$ cat config.mk
export PLATFORM = sky130hd
export DESIGN_NAME = apnea_event_detector
export DESIGN_NICKNAME = d
export VERILOG_FILES = /design/src/rtl/core/aed_pkg.sv /design/src/rtl/core/apnea_event_detector.sv /design/src/rtl/core/aed_cell.sv /design/src/rtl/core/aed_count.sv
export VERILOG_INCLUDE_DIRS = /design/src /design/src/rtl/core
export SDC_FILE = /design/constraint.sdc
export NUM_CORES = 1
export LEC_CHECK = 0
export ABC_AREA = 1
export BUFFER_PORTS_ARGS = -buffer_cell sky130_fd_sc_hd__buf_2
export CAP_MARGIN = 20
export CELL_PAD_IN_SITES_DETAIL_PLACEMENT = 2
export CELL_PAD_IN_SITES_GLOBAL_PLACEMENT = 2
export CORE_ASPECT_RATIO = 1.1
export CORE_UTILIZATION = 48
export DETAILED_ROUTE_END_ITERATION = 8
export GPL_TIMING_DRIVEN = 0
export PLACE_DENSITY = 0.83
export SLEW_MARGIN = 10
export SYNTH_ARGS = -nofsm -noshare
export SYNTH_HDL_FRONTEND = slang
export SYNTH_SLANG_ARGS = --single-unit
export TNS_END_PERCENT = 50
$ cat constraint.sdc
create_clock -name clk -period 40.9 [get_ports clk]
set_clock_uncertainty 0.15 [all_clocks]
set_input_delay 6.135 -clock clk [delete_from_list [all_inputs] [get_ports clk]]
set_output_delay 6.135 -clock clk [all_outputs]
set_load 0.02 [all_outputs]
$ cat src/rtl/core/assert_macros.svh
// Assertion helpers shared by the RTL; both sample on clk and hold off during reset.
`ifndef ASSERT_MACROS_SVH
`define ASSERT_MACROS_SVH

// Consequent must hold in the same cycle as the antecedent.
`define ASSERT_SAME(label, ante, cons) \
	label: assert property (@(posedge clk) disable iff (!arst_n) (ante) |-> (cons)) \
		else $error("assertion failed");

// Consequent must hold in the cycle after the antecedent.
`define ASSERT_NEXT(label, ante, cons) \
	label: assert property (@(posedge clk) disable iff (!arst_n) (ante) |=> (cons)) \
		else $error("assertion failed");

`endif

$ cat src/rtl/core/aed_pkg.sv
package aed_pkg;

	localparam int TIME_W   = 32;
	localparam int PAUSE_W  = 16;
	localparam int PCT_W    = 7;
	localparam int MOTION_W = 16;
	localparam int RECENT_W = 5;
	localparam int CFG_IDX_W  = 2;
	localparam int CFG_DATA_W = 32;

	// configuration register indexes
	localparam logic [CFG_IDX_W-1:0] REG_PAUSE_LIMIT = 2'd0;
	localparam logic [CFG_IDX_W-1:0] REG_DROP_LIMIT  = 2'd1;
	localparam logic [CFG_IDX_W-1:0] REG_STILL_LIMIT = 2'd2;
	localparam logic [CFG_IDX_W-1:0] REG_WINDOW      = 2'd3;

	// register reset values
	localparam logic [PAUSE_W-1:0]  PAUSE_LIMIT_RST = 16'd15000;
	localparam logic [PCT_W-1:0]    DROP_LIMIT_RST  = 7'd3;
	localparam logic [MOTION_W-1:0] STILL_LIMIT_RST = 16'd154;
	localparam logic [TIME_W-1:0]   WINDOW_RST      = 32'd3600000;

	localparam logic [PAUSE_W-1:0]  PAUSE_SAT  = 16'hFFFF;
	localparam logic [RECENT_W-1:0] RECENT_SAT = 5'd31;

	// control from the sequencer to the age counter
	typedef struct packed {
		logic clr;   // start a new count
		logic step;  // tail cell is presented this cycle
	} count_ctl_t;

endpackage

$ cat src/rtl/core/apnea_event_detector.sv
// An accepted word passes through S_EVAL, S_COUNT and S_DONE, and its result word is then
//   loaded into the output register; the next word is taken only after that load. The onset
//   chain rotates once per word past a single age comparator, one cell per cycle.
// Reset (arst_n low, asynchronous): registers return to their defaults, onset chain empties,
//   arming and SpO2 calibration restart. No clearing pass; the block takes a word right away.
`include "assert_macros.svh"

module apnea_event_detector
	import aed_pkg::*;
#(
	parameter int EVENT_SLOTS    = 20,
	parameter int CALIB_READINGS = 5
) (
	input  logic                  clk,
	input  logic                  arst_n,
	// input stream
	input  logic                  s_tvalid,
	output logic                  s_tready,
	// [31:0] time_ms, [32] breath_seen, [33] oxygen_valid, [40:34] oxygen_pct,
	// [56:41] motion_mag, [63:57] zero
	input  logic [63:0]           s_tdata,
	// result stream
	output logic                  m_tvalid,
	input  logic                  m_tready,
	// [0] apnea_active, [16:1] pause_len_ms, [21:17] recent_events, [23:22] zero
	output logic [23:0]           m_tdata,
	// configuration writes
	input  logic                  cfg_we,
	input  logic [CFG_IDX_W-1:0]  cfg_index,
	input  logic [CFG_DATA_W-1:0] cfg_data
);

	localparam int CAL_W = $clog2(CALIB_READINGS + 1);
	localparam int IDX_W = (EVENT_SLOTS > 1) ? $clog2(EVENT_SLOTS) : 1;

	// sequencer codes
	localparam logic [1:0] S_IDLE  = 2'd0;  // wait for a word
	localparam logic [1:0] S_EVAL  = 2'd1;  // scalar checks, insert onset
	localparam logic [1:0] S_COUNT = 2'd2;  // rotate chain past the comparator
	localparam logic [1:0] S_DONE  = 2'd3;  // hand result to output register

	// ---------------------------------------------------------------------
	// Configuration registers
	// ---------------------------------------------------------------------
	logic [PAUSE_W-1:0]  pause_limit_q;
	logic [PCT_W-1:0]    drop_limit_q;
	logic [MOTION_W-1:0] still_limit_q;
	logic [TIME_W-1:0]   window_q;

	always_ff @(posedge clk or negedge arst_n) begin
		if (!arst_n) begin
			pause_limit_q <= PAUSE_LIMIT_RST;
			drop_limit_q  <= DROP_LIMIT_RST;
			still_limit_q <= STILL_LIMIT_RST;
			window_q      <= WINDOW_RST;
		end else if (cfg_we) begin
			case (cfg_index)
				REG_PAUSE_LIMIT: pause_limit_q <= cfg_data[PAUSE_W-1:0];
				REG_DROP_LIMIT:  drop_limit_q  <= cfg_data[PCT_W-1:0];
				REG_STILL_LIMIT: still_limit_q <= cfg_data[MOTION_W-1:0];
				REG_WINDOW:      window_q      <= cfg_data[TIME_W-1:0];
				default: ;
			endcase
		end
	end

	// ---------------------------------------------------------------------
	// Sequencer and held input word
	// ---------------------------------------------------------------------
	logic [1:0]          state_q;
	logic [IDX_W-1:0]    step_q;
	logic [TIME_W-1:0]   now_q;
	logic                breath_q;
	logic                ox_valid_q;
	logic [PCT_W-1:0]    ox_q;
	logic [MOTION_W-1:0] motion_q;
	logic                in_fire;
	logic                out_load;
	logic                last_step;

	assign s_tready  = (state_q == S_IDLE);
	assign in_fire   = s_tvalid && s_tready;
	assign last_step = (step_q == IDX_W'(EVENT_SLOTS - 1));

	// Latch the word; the fields hold until the next accept.
	always_ff @(posedge clk) begin
		if (in_fire) begin
			now_q      <= s_tdata[31:0];
			breath_q   <= s_tdata[32];
			ox_valid_q <= s_tdata[33];
			ox_q       <= s_tdata[40:34];
			motion_q   <= s_tdata[56:41];
		end
	end

	always_ff @(posedge clk or negedge arst_n) begin
		if (!arst_n) begin
			state_q <= S_IDLE;
			step_q  <= '0;
		end else begin
			case (state_q)
				S_IDLE: begin
					if (in_fire) state_q <= S_EVAL;
				end
				S_EVAL: begin
					step_q  <= '0;
					state_q <= S_COUNT;
				end
				S_COUNT: begin
					step_q <= step_q + IDX_W'(1);
					if (last_step) state_q <= S_DONE;
				end
				S_DONE: begin
					if (out_load) state_q <= S_IDLE;
				end
				default: state_q <= S_IDLE;
			endcase
		end
	end

	// ---------------------------------------------------------------------
	// Per-word scalar logic (evaluated in S_EVAL)
	// ---------------------------------------------------------------------
	logic                armed_q;
	logic [TIME_W-1:0]   last_breath_q;
	logic [PCT_W-1:0]    baseline_q;
	logic [CAL_W-1:0]    calib_seen_q;
	logic                baseline_ready_q;
	logic                apnea_prev_q;

	logic [TIME_W-1:0]   last_breath_d;
	logic [TIME_W-1:0]   gap;
	logic [PAUSE_W-1:0]  pause;
	logic                calib_take;
	logic [CAL_W-1:0]    calib_seen_d;
	logic                baseline_ready_d;
	logic [PCT_W-1:0]    baseline_d;
	logic [PCT_W:0]      ox_plus_drop;
	logic                pause_hit;
	logic                desat;
	logic                still;
	logic                apnea;
	logic                onset;
	logic                eval;

	assign eval = (state_q == S_EVAL);

	// The first word after reset arms the pause timer at its own time.
	assign last_breath_d = (!armed_q || breath_q) ? now_q : last_breath_q;
	assign gap           = now_q - last_breath_d;
	assign pause         = (|gap[TIME_W-1:PAUSE_W]) ? PAUSE_SAT : gap[PAUSE_W-1:0];

	// Each valid reading during calibration replaces the baseline; freeze at the last.
	assign calib_take       = !baseline_ready_q && ox_valid_q &&
	                          (calib_seen_q < CAL_W'(CALIB_READINGS));
	assign calib_seen_d     = calib_take ? calib_seen_q + CAL_W'(1) : calib_seen_q;
	assign baseline_ready_d = baseline_ready_q ||
	                          (calib_seen_d >= CAL_W'(CALIB_READINGS));
	assign baseline_d       = calib_take ? ox_q : baseline_q;

	// baseline - ox >= drop, signed, rewritten as baseline >= ox + drop
	assign ox_plus_drop = {1'b0, ox_q} + {1'b0, drop_limit_q};
	assign pause_hit    = (pause >= pause_limit_q);
	assign desat        = baseline_ready_d && ox_valid_q &&
	                      ({1'b0, baseline_d} >= ox_plus_drop);
	assign still        = (motion_q < still_limit_q);
	assign apnea        = pause_hit && still && (desat || !ox_valid_q);
	assign onset        = apnea && !apnea_prev_q;

	always_ff @(posedge clk or negedge arst_n) begin
		if (!arst_n) begin
			armed_q          <= 1'b0;
			last_breath_q    <= '0;
			baseline_q       <= '0;
			calib_seen_q     <= '0;
			baseline_ready_q <= 1'b0;
			apnea_prev_q     <= 1'b0;
		end else if (eval) begin
			armed_q          <= 1'b1;
			last_breath_q    <= last_breath_d;
			baseline_q       <= baseline_d;
			calib_seen_q     <= calib_seen_d;
			baseline_ready_q <= baseline_ready_d;
			apnea_prev_q     <= apnea;
		end
	end

	// hold this word's scalar results until the count finishes
	logic               apnea_q;
	logic [PAUSE_W-1:0] pause_q;

	always_ff @(posedge clk) begin
		if (eval) begin
			apnea_q <= apnea;
			pause_q <= pause;
		end
	end

	// ---------------------------------------------------------------------
	// Onset chain: cell 0 takes the newest onset, the last cell drops the
	// oldest. While counting, the tail wraps back to cell 0 so that after
	// EVENT_SLOTS shifts every cell is back in place.
	// ---------------------------------------------------------------------
	logic [TIME_W-1:0]      cell_time  [EVENT_SLOTS];
	logic [EVENT_SLOTS-1:0] cell_valid;
	logic                   chain_shift;
	logic [TIME_W-1:0]      head_time;
	logic                   head_valid;
	logic                   counting;

	assign counting    = (state_q == S_COUNT);
	assign chain_shift = (eval && onset) || counting;
	assign head_time   = counting ? cell_time[EVENT_SLOTS-1] : now_q;
	assign head_valid  = counting ? cell_valid[EVENT_SLOTS-1] : 1'b1;

	for (genvar g = 0; g < EVENT_SLOTS; g++) begin : g_cell
		if (g == 0) begin : g_head
			aed_cell u_cell (
				.clk     (clk),
				.arst_n  (arst_n),
				.shift   (chain_shift),
				.d_time  (head_time),
				.d_valid (head_valid),
				.q_time  (cell_time[g]),
				.q_valid (cell_valid[g])
			);
		end else begin : g_body
			aed_cell u_cell (
				.clk     (clk),
				.arst_n  (arst_n),
				.shift   (chain_shift),
				.d_time  (cell_time[g-1]),
				.d_valid (cell_valid[g-1]),
				.q_time  (cell_time[g]),
				.q_valid (cell_valid[g])
			);
		end
	end

	// ---------------------------------------------------------------------
	// Age counter at the tail of the chain
	// ---------------------------------------------------------------------
	count_ctl_t          cnt_ctl;
	logic [RECENT_W-1:0] recent;

	assign cnt_ctl.clr  = eval;
	assign cnt_ctl.step = counting;

	aed_count #(
		.EVENT_SLOTS (EVENT_SLOTS)
	) u_count (
		.clk        (clk),
		.arst_n     (arst_n),
		.ctl        (cnt_ctl),
		.now        (now_q),
		.window     (window_q),
		.tail_time  (cell_time[EVENT_SLOTS-1]),
		.tail_valid (cell_valid[EVENT_SLOTS-1]),
		.count      (recent)
	);

	// ---------------------------------------------------------------------
	// Output register: a finished word waits here while the next one is taken.
	// ---------------------------------------------------------------------
	logic        m_tvalid_q;
	logic [23:0] m_tdata_q;

	assign out_load = (state_q == S_DONE) && (!m_tvalid_q || m_tready);

	always_ff @(posedge clk or negedge arst_n) begin
		if (!arst_n) begin
			m_tvalid_q <= 1'b0;
		end else if (out_load) begin
			m_tvalid_q <= 1'b1;
		end else if (m_tready) begin
			m_tvalid_q <= 1'b0;
		end
	end

	always_ff @(posedge clk) begin
		if (out_load) begin
			m_tdata_q <= {2'b00, recent, pause_q, apnea_q};
		end
	end

	assign m_tvalid = m_tvalid_q;
	assign m_tdata  = m_tdata_q;

	// ---------------------------------------------------------------------
	// Assertions
	// ---------------------------------------------------------------------
	// a result word appears only out of the hand-off state
	`ASSERT_NEXT(a_load_from_done, !m_tvalid_q && !out_load, !$rose(m_tvalid_q))
	// the reported count never exceeds the onsets held in the chain
	`ASSERT_NEXT(a_count_bound, out_load,
		int'(m_tdata_q[21:17]) <= $countones(cell_valid))
	// apnea is reported only with a long pause
	`ASSERT_SAME(a_apnea_pause, m_tvalid_q && m_tdata_q[0],
		m_tdata_q[16:1] >= pause_limit_q)
	// the chain only moves while an onset is inserted or the count runs
	`ASSERT_SAME(a_chain_quiet, state_q == S_IDLE || state_q == S_DONE, !chain_shift)

endmodule

$ cat src/rtl/core/aed_cell.sv
module aed_cell
	import aed_pkg::*;
(
	input  logic              clk,
	input  logic              arst_n,
	input  logic              shift,
	input  logic [TIME_W-1:0] d_time,
	input  logic              d_valid,
	output logic [TIME_W-1:0] q_time,
	output logic              q_valid
);

	logic [TIME_W-1:0] time_q;
	logic              valid_q;

	always_ff @(posedge clk or negedge arst_n) begin
		if (!arst_n) begin
			valid_q <= 1'b0;
		end else if (shift) begin
			valid_q <= d_valid;
		end
	end

	always_ff @(posedge clk) begin
		if (shift) begin
			time_q <= d_time;
		end
	end

	assign q_time  = time_q;
	assign q_valid = valid_q;

endmodule

$ cat src/rtl/core/aed_count.sv
module aed_count
	import aed_pkg::*;
#(
	parameter int EVENT_SLOTS = 20
) (
	input  logic                clk,
	input  logic                arst_n,
	input  count_ctl_t          ctl,
	input  logic [TIME_W-1:0]   now,
	input  logic [TIME_W-1:0]   window,
	input  logic [TIME_W-1:0]   tail_time,
	input  logic                tail_valid,
	output logic [RECENT_W-1:0] count
);

	localparam int SLOT_CW = $clog2(EVENT_SLOTS + 1);
	localparam int ACC_W   = (SLOT_CW > RECENT_W) ? SLOT_CW : RECENT_W;

	logic [ACC_W-1:0]  acc_q;
	logic [TIME_W-1:0] age;
	logic              hit;

	// wrapping age of the presented onset
	assign age = now - tail_time;
	assign hit = tail_valid && (age < window);

	always_ff @(posedge clk or negedge arst_n) begin
		if (!arst_n) begin
			acc_q <= '0;
		end else if (ctl.clr) begin
			acc_q <= '0;
		end else if (ctl.step && hit) begin
			acc_q <= acc_q + ACC_W'(1);
		end
	end

	assign count = (acc_q > ACC_W'(RECENT_SAT)) ? RECENT_SAT : acc_q[RECENT_W-1:0];

endmodule
==> results of run 1 <==
[per-stage QoR]
stage          area (µm²)  hold WS, ns  setup slack [ns]
3_3_place_gp        36690       0.2502             10.68
2_1_floorplan       34910       0.2503             17.91
3_5_place_dp        37060       0.2551             28.88
[logic make-up after synthesis]
logic type,count (synthesis),synth area share (%)
flip-flops,885,74.09
AND/OR/NAND/NOR,749,9.467
AO/OA/AOI/OAI,389,5.883
buffers and inverters,367,4.094
adder cells (fa/ha/maj),139,5.047
XOR/XNOR,55,1.380
other,1,0.01074
multiplexers,1,0.02868
==> out/qor.log, run 1 <==
INFO  place          post-dp-hpwl=86.02mm
INFO  floorplanning  io-pin-count=129
INFO  floorplanning  start_util=48.54%
INFO  synth          post_synthesis_register_bit_count=885
INFO  floorplanning  chip_height=284.8µm
INFO  clocking       cts_buffer_depth=3
INFO  synth          ys_top_cells_by_area=edfxtp_1, dfrtp_1, ha_1
INFO  clocking       gates_resized_cts_repair=0
INFO  clocking       tritoncts_buffers=91
INFO  place          placed_cells_incl_taps=3666
INFO  clocking       htreeDepth=3
INFO  place          port-buffer-count=119
INFO  clocking       cts.sinks=885
INFO  synth          synth.cell_area=34900µm²
INFO  synth          async_reset_ff_share=16.84%
INFO  synth          synth_commonest_cells=edfxtp_1, nand2_1, inv_1, o21ai_0, ha_1
INFO  synth          syn_inst=2586
INFO  synth          synth_most_common_cell=edfxtp_1
INFO  synth          syn-mean-instance-area=13.50µm²
INFO  synth          yosys.area.top_type=edfxtp_1
INFO  place          routability_congestion_estimate_from_global_placement=0.8713
INFO  synth          synthFlopType=edfxtp_1
INFO  status         tool.error=[ERROR DPL-0033] detailed placement checks failed during check placement.
INFO  synth          yosys_warnings=0
INFO  synth          synth_largest_type_area_fraction=63.32%
INFO  clocking       clk_root_buffer_cell=clkbuf_16
INFO  floorplanning  number_of_core_rows=103
INFO  synth          synth_cell_types=51
INFO  floorplanning  die-width=259.1µm
INFO  clocking       cts_hold_buf=0
INFO  status         run_status=stopped before the end
INFO  synth          sequential_share_of_the_synthesized_area=74.09%
INFO  status         stage_at_which_the_flow_ended=clock tree synthesis
INFO  synth          synth_enable_flop_cells=736
INFO  clocking       cts_setup_buffers=0
==> inputs of run 2 (changes only) <==
--- a/config.mk
+++ b/config.mk
@@ -9,13 +9,10 @@
 export ABC_AREA = 1
 export BUFFER_PORTS_ARGS = -buffer_cell sky130_fd_sc_hd__buf_2
 export CAP_MARGIN = 20
-export CELL_PAD_IN_SITES_DETAIL_PLACEMENT = 2
-export CELL_PAD_IN_SITES_GLOBAL_PLACEMENT = 2
-export CORE_ASPECT_RATIO = 1.1
-export CORE_UTILIZATION = 48
+export CORE_UTILIZATION = 40
 export DETAILED_ROUTE_END_ITERATION = 8
 export GPL_TIMING_DRIVEN = 0
-export PLACE_DENSITY = 0.83
+export PLACE_DENSITY_LB_ADDON = 0.15
 export SLEW_MARGIN = 10
 export SYNTH_ARGS = -nofsm -noshare
 export SYNTH_HDL_FRONTEND = slang
==> out/qor.log, run 2 <==
INFO  status         run_status=complete, no violations [was stopped before the end]
INFO  synth          synthFlopType=edfxtp_1 [unchanged]
INFO  cells_and_area mostFrequentLayoutCells=edfxtp_1, nand2_1, inv_1, o21ai_0, ha_1
INFO  sta            finalCritPeriodShare=24.02%
INFO  place          pre_cts_slack=30.84ns [was 28.88 ns]
INFO  clocking       clk_root_buffer_cell=clkbuf_16 [unchanged]
INFO  sta            fin_setup_tns=0ns
INFO  cells_and_area post_layout_nonfiller_instances=4032
INFO  synth          ys_top_cells_by_area=edfxtp_1, dfrtp_1, ha_1 [unchanged]
INFO  clocking       clk-insertion-delay-late=0.65ns
INFO  synth          synth_enable_flop_cells=736 [unchanged]
INFO  setup_path     critical-path-slowest-cell=buf_1
INFO  global_route   grtUsageMet1=23.98%
INFO  setup_path     worst_path_largest_cell_delay=0.75ns
INFO  power_and_ir_drop internal_portion_of_total_power=2.241mW
INFO  synth          syn-mean-instance-area=13.50µm² [unchanged]
INFO  setup_path     timing.critical_path.to_type=register
INFO  drt            drt-wirelength-per-cell=18.19µm
INFO  global_route   number_of_global_route_vias_before_repair=19860
INFO  power_and_ir_drop seq_power_share=48.0%
INFO  global_route   met3_usage=2.344%
INFO  floorplanning  chip_height=297.4µm [was 284.8 µm]
INFO  job            max_cap_viol_count=0
INFO  global_route   groute.layer.met2.usage=26.07%
INFO  setup_path     path_class=reg -> reg
INFO  cells_and_area design.final.nets=3054
INFO  global_route   grt_max_degree=80
INFO  place          placed_cells_incl_taps=3864 [was 3666]
INFO  setup_path     worstPathMaxFanout=63
INFO  sta            hold-worst-slack=0.2458ns
INFO  synth          sequential_share_of_the_synthesized_area=74.09% [unchanged]
INFO  setup_path     critPathLaunch=breath_q
INFO  drt            wl=73.34mm
INFO  drt            drt_first_iter_violations=1211
INFO  global_route   grt_pass1_wl=113.9mm
INFO  sta            achievable-frequency=101.8MHz
INFO  place          port-buffer-count=119 [unchanged]
INFO  sta            slew_viol_final=0
INFO  synth          synth_largest_type_area_fraction=63.32% [unchanged]
INFO  sta            final.min_clock_period=9.826ns
INFO  cells_and_area layout.core_utilization=47.02%
INFO  floorplanning  fp.coreArea=85820µm²
INFO  setup_path     reg2reg_slack=31.07ns
INFO  place          place_area=37310µm² [was 37060 µm²]
INFO  clocking       htreeDepth=3 [unchanged]
INFO  place          routability_congestion_estimate_from_global_placement=0.8731 [was 0.8713]
INFO  setup_path     critPathMostFrequentCell=nand2_1
INFO  cells_and_area largest_register_ffs=608
INFO  global_route   grt_use_total=16.72%
INFO  cells_and_area area_growth_syn_to_layout=15.60%
INFO  clocking       tritoncts_buffers=89 [was 91]
INFO  clocking       cts_setup_buffers=0 [unchanged]
INFO  floorplanning  number_of_core_rows=107 [was 103]
INFO  synth          syn_inst=2586 [unchanged]
INFO  drt            dr_total_vias=19700
INFO  floorplanning  area_enclosed_by_the_die_boundary=88440µm²
INFO  power_and_ir_drop sw_frac_of_total=32.83%
INFO  floorplanning  die-width=297.4µm [was 259.1 µm]
INFO  sta            worst-slew-pin-transition=1.153ns
INFO  min_path       whs_endpoint=g_cell[9].g_body.u_cell.q_time[0]
INFO  setup_path     timing.critical_path.from_type=register
INFO  clocking       cts.sinks=885 [unchanged]
INFO  cells_and_area multi_input_area=7622µm²
INFO  setup_path     worst_r2r_path_depth=36
INFO  sta            timing_hold_violations_final=0
INFO  cells_and_area fill_cells=7601
INFO  synth          synth_most_common_cell=edfxtp_1 [unchanged]
INFO  clocking       cts_hold_buf=0 [unchanged]
INFO  synth          synth_cell_types=51 [unchanged]
INFO  clocking       clock_tree_from_tritoncts=yes
INFO  cells_and_area mostFrequentLayoutCell=edfxtp_1
INFO  floorplanning  io-pin-count=129 [unchanged]
INFO  setup_path     timing.rr.end=g_cell[3].g_body.u_cell.q_time[16]
INFO  sta            unrepaired_setup_endpoints_after_global_routing=no
INFO  floorplanning  start_util=40.67% [was 48.54%]
INFO  synth          post_synthesis_register_bit_count=885 [unchanged]
INFO  cells_and_area n_antenna_cell=0
INFO  cells_and_area post_route_cells_drive_above_1_share=12.64%
INFO  power_and_ir_drop clock_network_power_share=24.7%
INFO  setup_path     data_arrival_at_the_endpoint_of_the_critical_path=10.00ns
INFO  sta            layout_setup_ws=31.07ns
INFO  drt            viasPerCell=4.885
INFO  synth          async_reset_ff_share=16.84% [unchanged]
INFO  power_and_ir_drop combinationalPowerShare=27.3%
INFO  global_route   grt_antenna_before_repair=0
INFO  setup_path     regToRegStartpoint=breath_q
INFO  global_route   top_usage_layer=met2
INFO  drt            detailedRoute.firstPassIterationCount=7
INFO  min_path       min_from=g_cell[8].g_body.u_cell.q_time[0]
INFO  power_and_ir_drop total_switching_power=1.095mW
INFO  power_and_ir_drop powerDensity=82.70nW/µm²
INFO  drt            remaining_drc_errors=0
INFO  clocking       clk_pin_slew=0.06ns
INFO  synth          synth.cell_area=34900µm² [unchanged]
INFO  cells_and_area regArea=25860µm²
INFO  synth          yosys.area.top_type=edfxtp_1 [unchanged]
INFO  power_and_ir_drop power=3.337mW
INFO  clocking       cts_buffer_depth=3 [unchanged]
INFO  clocking       gates_resized_cts_repair=0 [unchanged]
INFO  synth          synth_commonest_cells=edfxtp_1, nand2_1, inv_1, o21ai_0, ha_1 [unchanged]
INFO  cells_and_area post-route-cell-area=40350µm²
INFO  sta            setup-violations-final=0
INFO  power_and_ir_drop power.ir.vdd_worst=0.00003859V
INFO  sta            worst_slew_margin_rel=23.10%
INFO  global_route   grt_overflow=0
INFO  setup_path     worst_ep_required_time=41.07ns
INFO  min_path       worst_hold_path.num_cells=0
INFO  drt            antenna_left=0
INFO  synth          yosys_warnings=0 [unchanged]
INFO  place          post-dp-hpwl=53.18mm [was 86.02 mm]
INFO  power_and_ir_drop leakage=15.80nW
INFO  min_path       worst_hold_path_type=reg -> reg
run 2: power by group through the flow:
stage               Combinational (mW)  Sequential (mW)  Clock (mW)
finish                           0.911             1.60       0.823
floorplan                        0.596             1.85           0
global route                      1.03             1.64       0.880
global placement                 0.853             1.99           0
detailed placement               0.917             1.62           0
CTS                              0.921             1.61       0.848
run 2: metal layers:
metal | wire length, µm | up-vias
li1 | - | 9470
met4 | 2111 | 0
met1 | 35260 | 9735
met5 | 0 | -
met3 | 2480 | 140
met2 | 33490 | 353
run 2: logic make-up (layout without fill, tap and decap cells):
group           after synthesis  count (layout)  synth area share (%)
simple gates                749             749                 9.467
compound gates              389             389                 5.883
buf+inv                     367             668                 4.094
xor+xnor                     55              55                 1.380
mux                           1               1               0.02868
fa+ha+maj                   139             139                 5.047
other cells                   1               2               0.01074
flops                       885             885                 74.09
run 2: worst max path at each step:
stage | end | slack (ns) | cells after the start
finish | g_cell[3].g_body.u_cell.q_time[16] | 31.07 | 36
global route | g_cell[19].g_body.u_cell.q_time[14] | 30.26 | 36
CTS | g_cell[17].g_body.u_cell.q_time[15] | 30.83 | 36
detailed placement | g_cell[1].g_body.u_cell.q_time[13] | 30.84 | 36
global placement | g_cell[1].g_body.u_cell.q_time[13] | 9.40 | 30
floorplan | g_cell[0].g_head.u_cell.q_time[0] | 17.91 | 33
run 2: cell type report:
| type | instances | share of cell area, % |
|---|---|---|
| flip-flops and latches | 885 | 64.09 |
| clock buffers | 117 | 6.007 |
| well taps | 1144 | 3.547 |
| repair buffers | 134 | 2.406 |
| clock inverters | 50 | 1.501 |
| plain buffers | 53 | 0.6233 |
| multi-input cells | 1335 | 18.89 |
| inverters | 314 | 2.934 |
run 2: worst max-delay path, delay by kind of cell (launching register included):
family,cells,cell delay (ns)
and+or+nand+nor,16,2.66
DFF,1,0.45
adders and majority gates,2,0.67
AOI/OAI and AO/OA,5,0.76
buffers and inverters,13,4.57
No activity file was read; power rests on OpenSTA's default activity.
==> inputs of run 3 (changes only) <==
==> constraint.sdc (replaced) <==
create_clock -name clk -period 8.3 [get_ports clk]
set_clock_uncertainty 0.15 [all_clocks]
set_input_delay 1.245 -clock clk [delete_from_list [all_inputs] [get_ports clk]]
set_output_delay 1.245 -clock clk [all_outputs]
set_load 0.02 [all_outputs]
==> out/qor.log, run 3 (same netlist as run 2, synthesis figures left out) <==
INFO  status         run_status=complete, no violations [unchanged]
INFO  sta            worst_slew_margin_rel=36.56% [was 23.10%]
INFO  setup_path     worst_path_largest_cell_delay=0.50ns [was 0.75 ns]
INFO  place          post-dp-hpwl=53.18mm [about the same]
INFO  floorplanning  area_enclosed_by_the_die_boundary=88440µm² [unchanged]
INFO  global_route   grt_use_total=17.01% [was 16.72%]
INFO  drt            dr_total_vias=19780 [was 19700]
INFO  place          routability_congestion_estimate_from_global_placement=0.8736 [was 0.8731]
INFO  cells_and_area area_growth_syn_to_layout=15.20% [was 15.60%]
INFO  setup_path     timing.critical_path.to_type=register [unchanged]
INFO  clocking       clock_tree_from_tritoncts=yes [unchanged]
INFO  power_and_ir_drop leakage=15.75nW [was 15.80 nW]
INFO  sta            timing_hold_violations_final=0 [unchanged]
INFO  clocking       clk_root_buffer_cell=clkbuf_16 [unchanged]
INFO  drt            wl=75.26mm [was 73.34 mm]
INFO  floorplanning  chip_height=297.4µm [unchanged]
INFO  setup_path     critPathMostFrequentCell=nand2_1 [unchanged]
INFO  cells_and_area post-route-cell-area=40210µm² [was 40350 µm²]
INFO  sta            worst-slew-pin-transition=0.9430ns [was 1.153 ns]
INFO  cells_and_area mostFrequentLayoutCells=edfxtp_1, nand2_1, inv_1, o21ai_0, ha_1 [unchanged]
INFO  clocking       tritoncts_buffers=91 [was 89]
INFO  min_path       worst_hold_path_type=reg -> reg [unchanged]
INFO  clocking       clk_pin_slew=0.06ns [about the same]
INFO  floorplanning  io-pin-count=129 [unchanged]
INFO  setup_path     worst_ep_required_time=8.43ns [was 41.07 ns]
INFO  clocking       clk-insertion-delay-late=0.66ns [was 0.65 ns]
INFO  setup_path     critical-path-slowest-cell=ha_1 [was buf_1]
INFO  global_route   grt_pass1_wl=114.9mm [was 113.9 mm]
INFO  sta            fin_setup_tns=0ns [unchanged]
INFO  drt            drt-wirelength-per-cell=18.65µm [was 18.19 µm]
INFO  job            max_cap_viol_count=0 [unchanged]
INFO  cells_and_area post_route_cells_drive_above_1_share=12.81% [was 12.64%]
INFO  floorplanning  start_util=40.67% [unchanged]
INFO  sta            achievable-frequency=129.1MHz [was 101.8 MHz]
INFO  drt            met3RoutedLength=2.942mm [was 2.480 mm]
INFO  floorplanning  fp.coreArea=85820µm² [unchanged]
INFO  clocking       cts_buffer_depth=3 [unchanged]
INFO  drt            dr.max_layer_used=met4 [unchanged]
INFO  drt            antenna_left=0 [unchanged]
INFO  sta            finalCritPeriodShare=93.31% [was 24.02%]
INFO  global_route   grt_overflow=0 [unchanged]
INFO  sta            final.min_clock_period=7.745ns [was 9.826 ns]
INFO  setup_path     path_class=reg -> reg [unchanged]
INFO  sta            slew_viol_final=0 [unchanged]
INFO  setup_path     worstPathMaxFanout=92 [was 63]
INFO  place          port-buffer-count=119 [unchanged]
INFO  clocking       cts.sinks=885 [unchanged]
INFO  power_and_ir_drop powerDensity=407.5nW/µm² [was 82.70 nW/µm²]
INFO  drt            viasPerCell=4.902 [was 4.885]
INFO  power_and_ir_drop power.ir.vdd_worst=0.0002510V [was 0.00003859 V]
INFO  global_route   grt_max_degree=191 [was 80]
INFO  cells_and_area design.final.nets=3053 [was 3054]
INFO  cells_and_area largest_register_ffs=608 [unchanged]
INFO  global_route   number_of_global_route_vias_before_repair=19920 [was 19860]
INFO  drt            wirelength_met1=35.41mm [was 35.26 mm]
INFO  clocking       cts_hold_buf=0 [unchanged]
INFO  clocking       cts_setup_buffers=0 [unchanged]
INFO  clocking       htreeDepth=3 [unchanged]
INFO  drt            drt_first_iter_violations=1319 [was 1211]
INFO  drt            remaining_drc_errors=0 [unchanged]
INFO  drt            routed-wl-met2=34.59mm [was 33.49 mm]
INFO  drt            detailedRoute.firstPassIterationCount=5 [was 7]
INFO  sta            hold-worst-slack=0.2570ns [was 0.2458 ns]
INFO  sta            setup-violations-final=0 [unchanged]
INFO  global_route   grt_antenna_before_repair=0 [unchanged]
INFO  place          place_area=37130µm² [was 37310 µm²]
INFO  cells_and_area mostFrequentLayoutCell=edfxtp_1 [unchanged]
INFO  floorplanning  die-width=297.4µm [unchanged]
INFO  cells_and_area fill_cells=7689 [was 7601]
INFO  setup_path     timing.critical_path.from_type=register [unchanged]
INFO  floorplanning  number_of_core_rows=107 [unchanged]
INFO  setup_path     data_arrival_at_the_endpoint_of_the_critical_path=7.88ns [was 10.00 ns]
==> run 3: cell count changes in the layout (fill, tap and decap cells not counted), sizes merged <==
cell,change
clkbuf,+2
bufinv,-2
buf,-6
bufbuf,+1
inv,+1
diode,+2
clkinvlp,+2
clkinv,+3
==> run 3: worst paths after layout <==
kind,from,to,slack [ns],cells past startpoint
worst max-delay path,breath_q,g_cell[6].g_body.u_cell.q_time[16],0.56,31
worst min-delay path,g_cell[4].g_body.u_cell.q_time[29],g_cell[5].g_body.u_cell.q_time[29],0.26,0
worst max register to register,breath_q,g_cell[6].g_body.u_cell.q_time[16],0.56,31
worst min register to register,g_cell[4].g_body.u_cell.q_time[29],g_cell[5].g_body.u_cell.q_time[29],0.26,0
max in group asynchronous,arst_n,last_breath_q[21],6.78,2
min in group asynchronous,arst_n,baseline_q[5],0.37,1
==> run 3: where the power goes <==
part / total [mW] / switching [mW] / internal (mW)
logic: 4.51 / 3.21 / 1.30
clock network: 3.97 / 1.68 / 2.29
registers: 7.91 / 0.562 / 7.35
==> run 3: cell type report <==
type | count | area, µm² | area share (%)
Timing Repair Buffer | 132 | 898.4 | 2.234
Inverter | 314 | 1184 | 2.944
Multi-Input combinational cell | 1335 | 7625 | 18.96
Tap cell | 1144 | 1431 | 3.560
Sequential cell | 885 | 25860 | 64.31
Clock inverter | 54 | 530.5 | 1.319
Buffer | 52 | 271.5 | 0.6752
Clock buffer | 117 | 2405 | 5.981
Antenna cell | 2 | 5.005 | 0.01245
==> run 3: through the flow <==
step | utilization, % | instances | setup WS (ns) | power (mW)
2_1_floorplan | - | 2587 | 0.8508 | 10.88
3_3_place_gp | 43.05 | 3850 | -2.683 | 12.44
3_5_place_dp | 43.27 | 3857 | -1.059 | 12.45
4_1_cts | 46.76 | 4029 | 0.03885 | 16.56
5_1_grt | 46.85 | 4033 | -0.03012 | 17.44
6_report | 46.86 | 4035 | 0.5555 | 16.39
==> run 3: critical path, delay by kind of cell (launching register included) <==
| family | cells | cell delay [ns] |
|---|---|---|
| AO/OA/AOI/OAI | 5 | 0.70 |
| adder cells (fa/ha/maj) | 2 | 0.82 |
| buffers and inverters | 8 | 2.15 |
| flip-flops | 1 | 0.49 |
| AND/OR/NAND/NOR | 16 | 2.77 |
==> run 3: repair_timing <==
| action | in CTS | in global routing |
|---|---|---|
| gates cloned | 2 | 3 |
| resized for setup | 3 | 8 |
| endpoints found under the setup margin | 552 | 463 |
==> run 3: per-layer routing <==
metal	up-vias	global-route usage (%)
li1	9504	-
met1	9759	24.01
met2	379	26.62
met4	0	6.038
met3	137	2.805
met5	-	0
